===== config.mk =====
export PLATFORM = sky130hd
export DESIGN_NAME = biquad_fixed_point_tdf2
export DESIGN_NICKNAME = d
export VERILOG_FILES = /design/src/sv/bqtdf2_pkg.sv /design/src/sv/bqtdf2_datapath.sv /design/src/sv/bqtdf2_control.sv /design/src/sv/biquad_fixed_point_tdf2.sv
export SDC_FILE = /design/constraint.sdc
export NUM_CORES = 2
export LEC_CHECK = 0
export ABC_AREA = 1
export ABC_CLOCK_PERIOD_IN_PS = 7000
export BUFFER_PORTS_ARGS = -buffer_cell sky130_fd_sc_hd__buf_4
export CELL_PAD_IN_SITES_DETAIL_PLACEMENT = 1
export CELL_PAD_IN_SITES_GLOBAL_PLACEMENT = 1
export CORE_UTILIZATION = 35
export CTS_BUF_LIST = sky130_fd_sc_hd__clkbuf_16
export CTS_CLUSTER_SIZE = 28
export DETAILED_ROUTE_END_ITERATION = 16
export PLACE_DENSITY = 0.65
export SLEW_MARGIN = 15
export SYNTH_ARGS = -nofsm -noshare
export SYNTH_HDL_FRONTEND = slang
export SYNTH_HIERARCHICAL = 1
export SYNTH_SLANG_ARGS = --single-unit

===== constraint.sdc =====
create_clock -name clock -period 7 [get_ports clock]
set_input_delay 0.35 -clock clock [delete_from_list [all_inputs] [get_ports clock]]
set_output_delay 0.35 -clock clock [all_outputs]
set_load 0.05 [all_outputs]

===== src/sv/bqtdf2_pkg.sv =====
// ---------------------------------------------------------------------------
// bqtdf2_pkg
// Types, constants and command encodings shared by the biquad modules.
// ---------------------------------------------------------------------------
package bqtdf2_pkg;

   localparam int FRACTION_BITS = 12;
   localparam int Q15_BITS      = 15;
   localparam int UP_SHIFT      = Q15_BITS - FRACTION_BITS;

   localparam int SAMPLE_W = 16;
   localparam int COEF_W   = 16;
   localparam int STATE_W  = 32;
   localparam int PROD_W   = STATE_W + COEF_W;
   localparam int INDEX_W  = 3;

   localparam logic signed [COEF_W-1:0] COEF_B0_RESET = 16'sd589;
   localparam logic signed [COEF_W-1:0] COEF_B1_RESET = 16'sd0;
   localparam logic signed [COEF_W-1:0] COEF_B2_RESET = 16'sd589;
   localparam logic signed [COEF_W-1:0] COEF_A1_RESET = -16'sd6812;
   localparam logic signed [COEF_W-1:0] COEF_A2_RESET = 16'sd3317;

   // Coefficient selection; the codes double as register indexes.
   typedef enum logic [INDEX_W-1:0] {
      COEF_B0 = 3'd0,
      COEF_B1 = 3'd1,
      COEF_B2 = 3'd2,
      COEF_A1 = 3'd3,
      COEF_A2 = 3'd4
   } coef_sel_type;

   typedef enum logic [1:0] {
      ACC_HOLD,
      ACC_P_PLUS_D2,
      ACC_MINUS_P,
      ACC_LOAD_P
   } acc_op_type;

   typedef enum logic [2:0] {
      ST_IDLE,
      ST_B0,
      ST_Y,
      ST_A1,
      ST_B2,
      ST_A2,
      ST_D2
   } state_type;

   typedef struct packed {
      logic         load_x;
      logic         mul_en;
      logic         mul_y;
      coef_sel_type coef;
      logic         load_y;
      acc_op_type   acc_op;
      logic         load_d1;
      logic         load_d2;
      logic         load_out;
   } dp_cmd_type;

endpackage


===== src/sv/bqtdf2_datapath.sv =====
// ---------------------------------------------------------------------------
// bqtdf2_datapath
// Coefficient registers, shared multiplier, accumulator and delay words.
// ---------------------------------------------------------------------------
module bqtdf2_datapath (
   input  logic                                 clock,
   input  logic                                 reset,
   input  bqtdf2_pkg::dp_cmd_type               cmd,
   input  logic signed [bqtdf2_pkg::SAMPLE_W-1:0] sample_in,
   input  logic                                 csr_wen,
   input  logic [bqtdf2_pkg::INDEX_W-1:0]       csr_index,
   input  logic [bqtdf2_pkg::COEF_W-1:0]        csr_wdata,
   output logic signed [bqtdf2_pkg::SAMPLE_W-1:0] sample_out
);
   import bqtdf2_pkg::*;

   logic signed [COEF_W-1:0]   b0_ff, b1_ff, b2_ff, a1_ff, a2_ff;
   logic signed [SAMPLE_W-1:0] x_ff;
   logic signed [STATE_W-1:0]  y_ff, p_ff, acc_ff, d1_ff, d2_ff;
   logic signed [SAMPLE_W-1:0] out_ff;

   logic signed [STATE_W-1:0]  opa;
   logic signed [COEF_W-1:0]   coef;
   logic signed [PROD_W-1:0]   prod_full;
   logic signed [STATE_W-1:0]  p_in;
   logic signed [STATE_W-1:0]  acc_in;

   // Coefficient file; indexes beyond the list are ignored.
   always_ff @(posedge clock) begin
      if (reset) begin
         b0_ff <= COEF_B0_RESET;
         b1_ff <= COEF_B1_RESET;
         b2_ff <= COEF_B2_RESET;
         a1_ff <= COEF_A1_RESET;
         a2_ff <= COEF_A2_RESET;
      end else if (csr_wen) begin
         if (csr_index == COEF_B0) b0_ff <= $signed(csr_wdata);
         if (csr_index == COEF_B1) b1_ff <= $signed(csr_wdata);
         if (csr_index == COEF_B2) b2_ff <= $signed(csr_wdata);
         if (csr_index == COEF_A1) a1_ff <= $signed(csr_wdata);
         if (csr_index == COEF_A2) a2_ff <= $signed(csr_wdata);
      end
   end

   always_comb begin
      unique case (cmd.coef)
         COEF_B0: coef = b0_ff;
         COEF_B1: coef = b1_ff;
         COEF_B2: coef = b2_ff;
         COEF_A1: coef = a1_ff;
         COEF_A2: coef = a2_ff;
         default: coef = b0_ff;
      endcase
   end

   assign opa       = cmd.mul_y ? y_ff : STATE_W'(x_ff);
   assign prod_full = opa * coef;
   // The low word matches a 32-bit multiply of sign-extended operands.
   assign p_in      = $signed(prod_full[STATE_W-1:0]) >>> FRACTION_BITS;

   always_comb begin
      unique case (cmd.acc_op)
         ACC_HOLD:      acc_in = acc_ff;
         ACC_P_PLUS_D2: acc_in = p_ff + d2_ff;
         ACC_MINUS_P:   acc_in = acc_ff - p_ff;
         ACC_LOAD_P:    acc_in = p_ff;
         default:       acc_in = acc_ff;
      endcase
   end

   always_ff @(posedge clock) begin
      if (reset) begin
         d1_ff <= '0;
         d2_ff <= '0;
      end else begin
         if (cmd.load_d1) d1_ff <= acc_ff;
         if (cmd.load_d2) d2_ff <= acc_ff - p_ff;
      end
   end

   always_ff @(posedge clock) begin
      if (cmd.load_x)   x_ff   <= sample_in >>> UP_SHIFT;
      if (cmd.mul_en)   p_ff   <= p_in;
      if (cmd.load_y)   y_ff   <= p_ff + d1_ff;
      acc_ff <= acc_in;
      if (cmd.load_out) out_ff <= SAMPLE_W'(y_ff <<< UP_SHIFT);
   end

   assign sample_out = out_ff;

endmodule


===== src/sv/bqtdf2_control.sv =====
// ---------------------------------------------------------------------------
// bqtdf2_control
// Sequencer for the shared multiplier and the result handshake.
// ---------------------------------------------------------------------------
module bqtdf2_control (
   input  logic                   clock,
   input  logic                   reset,
   input  logic                   req_valid,
   output logic                   req_ready,
   output logic                   rsp_valid,
   input  logic                   rsp_ready,
   output bqtdf2_pkg::dp_cmd_type cmd
);
   import bqtdf2_pkg::*;

   state_type state_ff, state_in;
   logic      rsp_valid_ff, rsp_valid_in;
   logic      out_free;

   // The result register may be refilled once its item is gone or leaves now.
   assign out_free = !rsp_valid_ff || rsp_ready;

   always_comb begin
      state_in = state_ff;
      unique case (state_ff)
         ST_IDLE: if (req_valid) state_in = ST_B0;
         ST_B0:   state_in = ST_Y;
         ST_Y:    state_in = ST_A1;
         ST_A1:   state_in = ST_B2;
         ST_B2:   state_in = ST_A2;
         ST_A2:   state_in = ST_D2;
         ST_D2:   if (out_free) state_in = ST_IDLE;
         default: state_in = ST_IDLE;
      endcase
   end

   always_comb begin
      cmd          = '{load_x: 1'b0, mul_en: 1'b0, mul_y: 1'b0, coef: COEF_B0,
                       load_y: 1'b0, acc_op: ACC_HOLD, load_d1: 1'b0,
                       load_d2: 1'b0, load_out: 1'b0};
      req_ready    = 1'b0;
      rsp_valid_in = rsp_valid_ff && !rsp_ready;
      unique case (state_ff)
         ST_IDLE: begin
            req_ready  = 1'b1;
            cmd.load_x = req_valid;
         end
         ST_B0: begin
            cmd.mul_en = 1'b1;
            cmd.coef   = COEF_B0;
         end
         ST_Y: begin
            cmd.load_y = 1'b1;
            cmd.mul_en = 1'b1;
            cmd.coef   = COEF_B1;
         end
         ST_A1: begin
            cmd.acc_op = ACC_P_PLUS_D2;
            cmd.mul_en = 1'b1;
            cmd.mul_y  = 1'b1;
            cmd.coef   = COEF_A1;
         end
         ST_B2: begin
            cmd.acc_op = ACC_MINUS_P;
            cmd.mul_en = 1'b1;
            cmd.coef   = COEF_B2;
         end
         ST_A2: begin
            cmd.load_d1 = 1'b1;
            cmd.acc_op  = ACC_LOAD_P;
            cmd.mul_en  = 1'b1;
            cmd.mul_y   = 1'b1;
            cmd.coef    = COEF_A2;
         end
         ST_D2: begin
            cmd.load_d2  = out_free;
            cmd.load_out = out_free;
            if (out_free) rsp_valid_in = 1'b1;
         end
         default: begin
         end
      endcase
   end

   always_ff @(posedge clock) begin
      if (reset) begin
         state_ff     <= ST_IDLE;
         rsp_valid_ff <= 1'b0;
      end else begin
         state_ff     <= state_in;
         rsp_valid_ff <= rsp_valid_in;
      end
   end

   assign rsp_valid = rsp_valid_ff;

endmodule


===== src/sv/biquad_fixed_point_tdf2.sv =====
// ---------------------------------------------------------------------------
// biquad_fixed_point_tdf2
// Second-order IIR section, transposed direct form II, Q15 in and out.
// ---------------------------------------------------------------------------
// rsp_valid rises once the item has passed states B0, Y, A1, B2, A2 and D2;
// D2 waits while the result register is full. Throughput is set by the
// single shared 32 x 16 multiplier forming five coefficient products in turn.
// A finished result waits in its own register while the next item is taken.
// Reset (synchronous, active high) zeroes both delay words, restores the
// default coefficients and empties the result register.
module biquad_fixed_point_tdf2 (
   input  logic                                   clock,
   input  logic                                   reset,
   input  logic                                   req_valid,
   output logic                                   req_ready,
   input  logic signed [bqtdf2_pkg::SAMPLE_W-1:0] req_sample_in,
   output logic                                   rsp_valid,
   input  logic                                   rsp_ready,
   output logic signed [bqtdf2_pkg::SAMPLE_W-1:0] rsp_sample_out,
   input  logic                                   csr_wen,
   input  logic [bqtdf2_pkg::INDEX_W-1:0]         csr_index,
   input  logic [bqtdf2_pkg::COEF_W-1:0]          csr_wdata
);
   import bqtdf2_pkg::*;

   // Command word from the sequencer to the datapath, one field per action.
   dp_cmd_type cmd;

   // The sequencer steps through the products in the order
   // x*b0, x*b1, y*a1, x*b2, y*a2, folding each into y, the accumulator
   // or a delay word in the state after the one that registers it.
   bqtdf2_control u_control (
      .clock     (clock),
      .reset     (reset),
      .req_valid (req_valid),
      .req_ready (req_ready),
      .rsp_valid (rsp_valid),
      .rsp_ready (rsp_ready),
      .cmd       (cmd)
   );

   // The datapath holds the coefficients, the delay words and the result
   // register. All sums wrap in two's complement and the output keeps only
   // the low sixteen bits of the rescaled y.
   bqtdf2_datapath u_datapath (
      .clock      (clock),
      .reset      (reset),
      .cmd        (cmd),
      .sample_in  (req_sample_in),
      .csr_wen    (csr_wen),
      .csr_index  (csr_index),
      .csr_wdata  (csr_wdata),
      .sample_out (rsp_sample_out)
   );

endmodule


==> impl_metrics.ini <==
[cts]
cts_max_level = 1
cts.sinks = 258
cts_root_buffer = clkbuf_16
cts_tree = done
numCtsBuffers = 31
worstSkewPairLatency_ns = 0.61
cts_buffer_depth = 3
clkTransAtPathRegs_ns = 0.06

[logic_synthesis]
netlist_top_cells_area = fa_1 (22%), edfxtp_1 (12%), dfxtp_1 (11%), inv_1 (9.2%), nand2_1 (9.2%)
ys_seq_area_share_pct = 22.9
synth_top_area_share_pct = 22.4
synth-seq-cells = 258
synthCells = 3594
synth_area_mm2 = 0.0273
avgSynthCellArea_um2 = 7.61
ys_types = 55
synth_largest_area_cell = fa_1
yosys_warnings = 6

[setup_path]
worstSetupPathType = reg -> reg
max_stage_delay_ns = 0.58
path_delay_family = adder cells
worstSetupPathDepth = 32
cp_num_buf_inv = 9
cp_max_fo = 8
r2r_slack_ns = 0.08
rr_worst_depth = 32
arrival_ns = 7.24
cp-startpoint = u_control/state_ff[2]
r2r-end = u_datapath/p_ff[12]
cp.required_ns = 7.32
slowest_stage = fa_2
r2r-start = u_control/state_ff[2]
cp_common_cell = nand2_1
critPathCaptureType = flip-flop
critPathLaunchType = flip-flop

[run_status]
status = finished clean

[timing]
max_freq_mhz = 145
final-max-slew-violation-count = 0
slew_headroom_pct = 31.6
hold_viol = 0
post-route-period-util_pct = 98.8
tns_ns = 0
tightest_slew_ns = 1.03
setup_violations = 0
finalClockSkew_ns = 0.0438
fin_crit_ns = 6.92
rsz0062_at_grt = yes

[floorplan]
start_util_pct = 35.4
rows = 102
die_h_um = 281
die_w_um = 281
io_pins = 58
fp.coreArea_mm2 = 0.0773
dieArea_mm2 = 0.0792

[grt]
grt_max_degree = 81
grt_pass1_vias = 26073
antenna_found_initial = 1
grt_pass1_wl_um = 142000
grt.overflow.total = 0
grt_usage_pct = 23.0

[place]
placed_area_mm2 = 0.0310
dp_hpwl_um = 74100
gp_congestion = 0.878
io_buffers = 51

[flow_run]
cap_violations = 0

[layout]
finalNetCount = 4432
fin_util_pct = 43.2
final_cell_mix = inv_1 (648), nand2_1 (621), nor2_1 (502), buf_4 (309), fa_1 (287)
final_common_cell = inv_1
drive_above_1_share_pct = 16.9
postLayoutCellArea_mm2 = 0.0334
area_delta_synth_final_pct = 22.3
antenna_cells = 0

[worst_hold_path]
holdPathStages = 3
min_to = u_datapath/a1_ff[13]
min_path_type = in -> reg
hp-start = csr_wdata[13]

[drt]
remaining_drc_errors = 0
routed_wl_um = 90700
detail_route.wl_per_cell_um = 18.3
drt_iter0_markers = 1246
firstDrtPassIters = 5
avgViaCountPerCell = 4.89
ant_nets = 0
vias = 24304
## tightest hold or removal path: cells and delay by family
family	cells	cell delay [ns]
and+or+nand+nor	2	0.12
buffers and inverters	1	0.12
## cell type report
class,count,area (µm²)
Clock buffer,33,826
Timing Repair Buffer,383,3470
Timing Repair inverter,1,7.51
Inverter,691,2620
Sequential cell,258,6280
Fill cell,9550,43900
Clock inverter,25,156
Tap cell,1040,1300
Multi-Input combinational cell,2538,18800
## state kept, by name, summed over array words and instances (netlist names)
register and cells:
u_datapath/x_ff 13, u_datapath/a2_ff 16, u_datapath/b1_ff 16, u_datapath/b2_ff 16, u_control/state_ff 3, u_datapath/sample_out 13
u_datapath/acc_ff 32, u_datapath/d2_ff 32, u_datapath/p_ff 20, u_datapath/d1_ff 32, u_datapath/b0_ff 16, u_datapath/y_ff 32
u_datapath/a1_ff 16, u_control/rsp_valid 1
## synthesized netlist by cell type (all sizes together)
| master | n |
|---|---|
| xnor2 | 18 |
| o221a | 1 |
| nand4 | 39 |
| clkinv | 10 |
| nand3 | 147 |
| or2 | 21 |
| nor4 | 8 |
| edfxtp | 110 |
| a21oi | 170 |
| o21a | 11 |
| and3 | 1 |
| conb | 1 |
| o21bai | 15 |
| a31oi | 9 |
| buf | 29 |
| o211ai | 15 |
| ha | 182 |
| o21ai | 239 |
| nor3 | 23 |
| o31a | 1 |
| a21o | 11 |
| a211oi | 3 |
| fa | 306 |
| a221oi | 7 |
| nand3b | 4 |
| dfxtp | 148 |
| a21boi | 4 |
| xor2 | 62 |
| nand2b | 1 |
| inv | 681 |
| o31ai | 2 |
| clkbuf | 80 |
| a2111oi | 1 |
| o221ai | 8 |
| nor2 | 538 |
| o311ai | 1 |
| nand2 | 687 |
## worst max path at each step
stage	to	slack, ns
after floorplan	u_datapath/p_ff[19]	0.38
after global placement	u_datapath/p_ff[15]	-0.16
after detailed placement	u_datapath/p_ff[15]	-0.25
after CTS	u_datapath/p_ff[15]	0.001
after global routing	u_datapath/p_ff[19]	-0.20
final	u_datapath/p_ff[12]	0.08
## metrics by stage
stage / hold slack, ns / std cells / setup slack, ns
2_1_floorplan: 0.419 / 3596 / 0.376
3_3_place_gp: 0.435 / 4853 / -0.165
3_5_place_dp: 0.444 / 4853 / -0.254
4_1_cts: 0.000330 / 4936 / 0.00114
5_1_grt: 0.0280 / 4969 / -0.203
6_report: 0.0261 / 4969 / 0.0846
## repair_timing
item,CTS,global route
buffers inserted,1,30
setup endpoints to repair,16,19
pin swaps,2,67
endpoints found under the hold margin,34,0
gates cloned,0,3
resized for setup,34,207
hold buffers,24,0
## metal layers
layer,routed length [µm],GRT usage (%),vias up,share of wire [%]
li1,-,-,11835,-
met1,41400,30.9,12066,46
met2,44200,39.9,300,49
met3,2530,1.72,103,2.8
met4,2530,5.76,0,2.8
met5,0,0,-,0
## cell families after synthesis
family / share of synthesized area [%]
and+or+nand+nor: 22.2
buffers and inverters: 11.4
AOI/OAI and AO/OA: 10.1
adders and majority gates: 30.7
DFF: 22.9
xor gates and xnor gates: 2.56
other: 0.0137
Power is not shown: default switching activity piles up to over one toggle a cycle in this logic, so the estimate is an artifact.
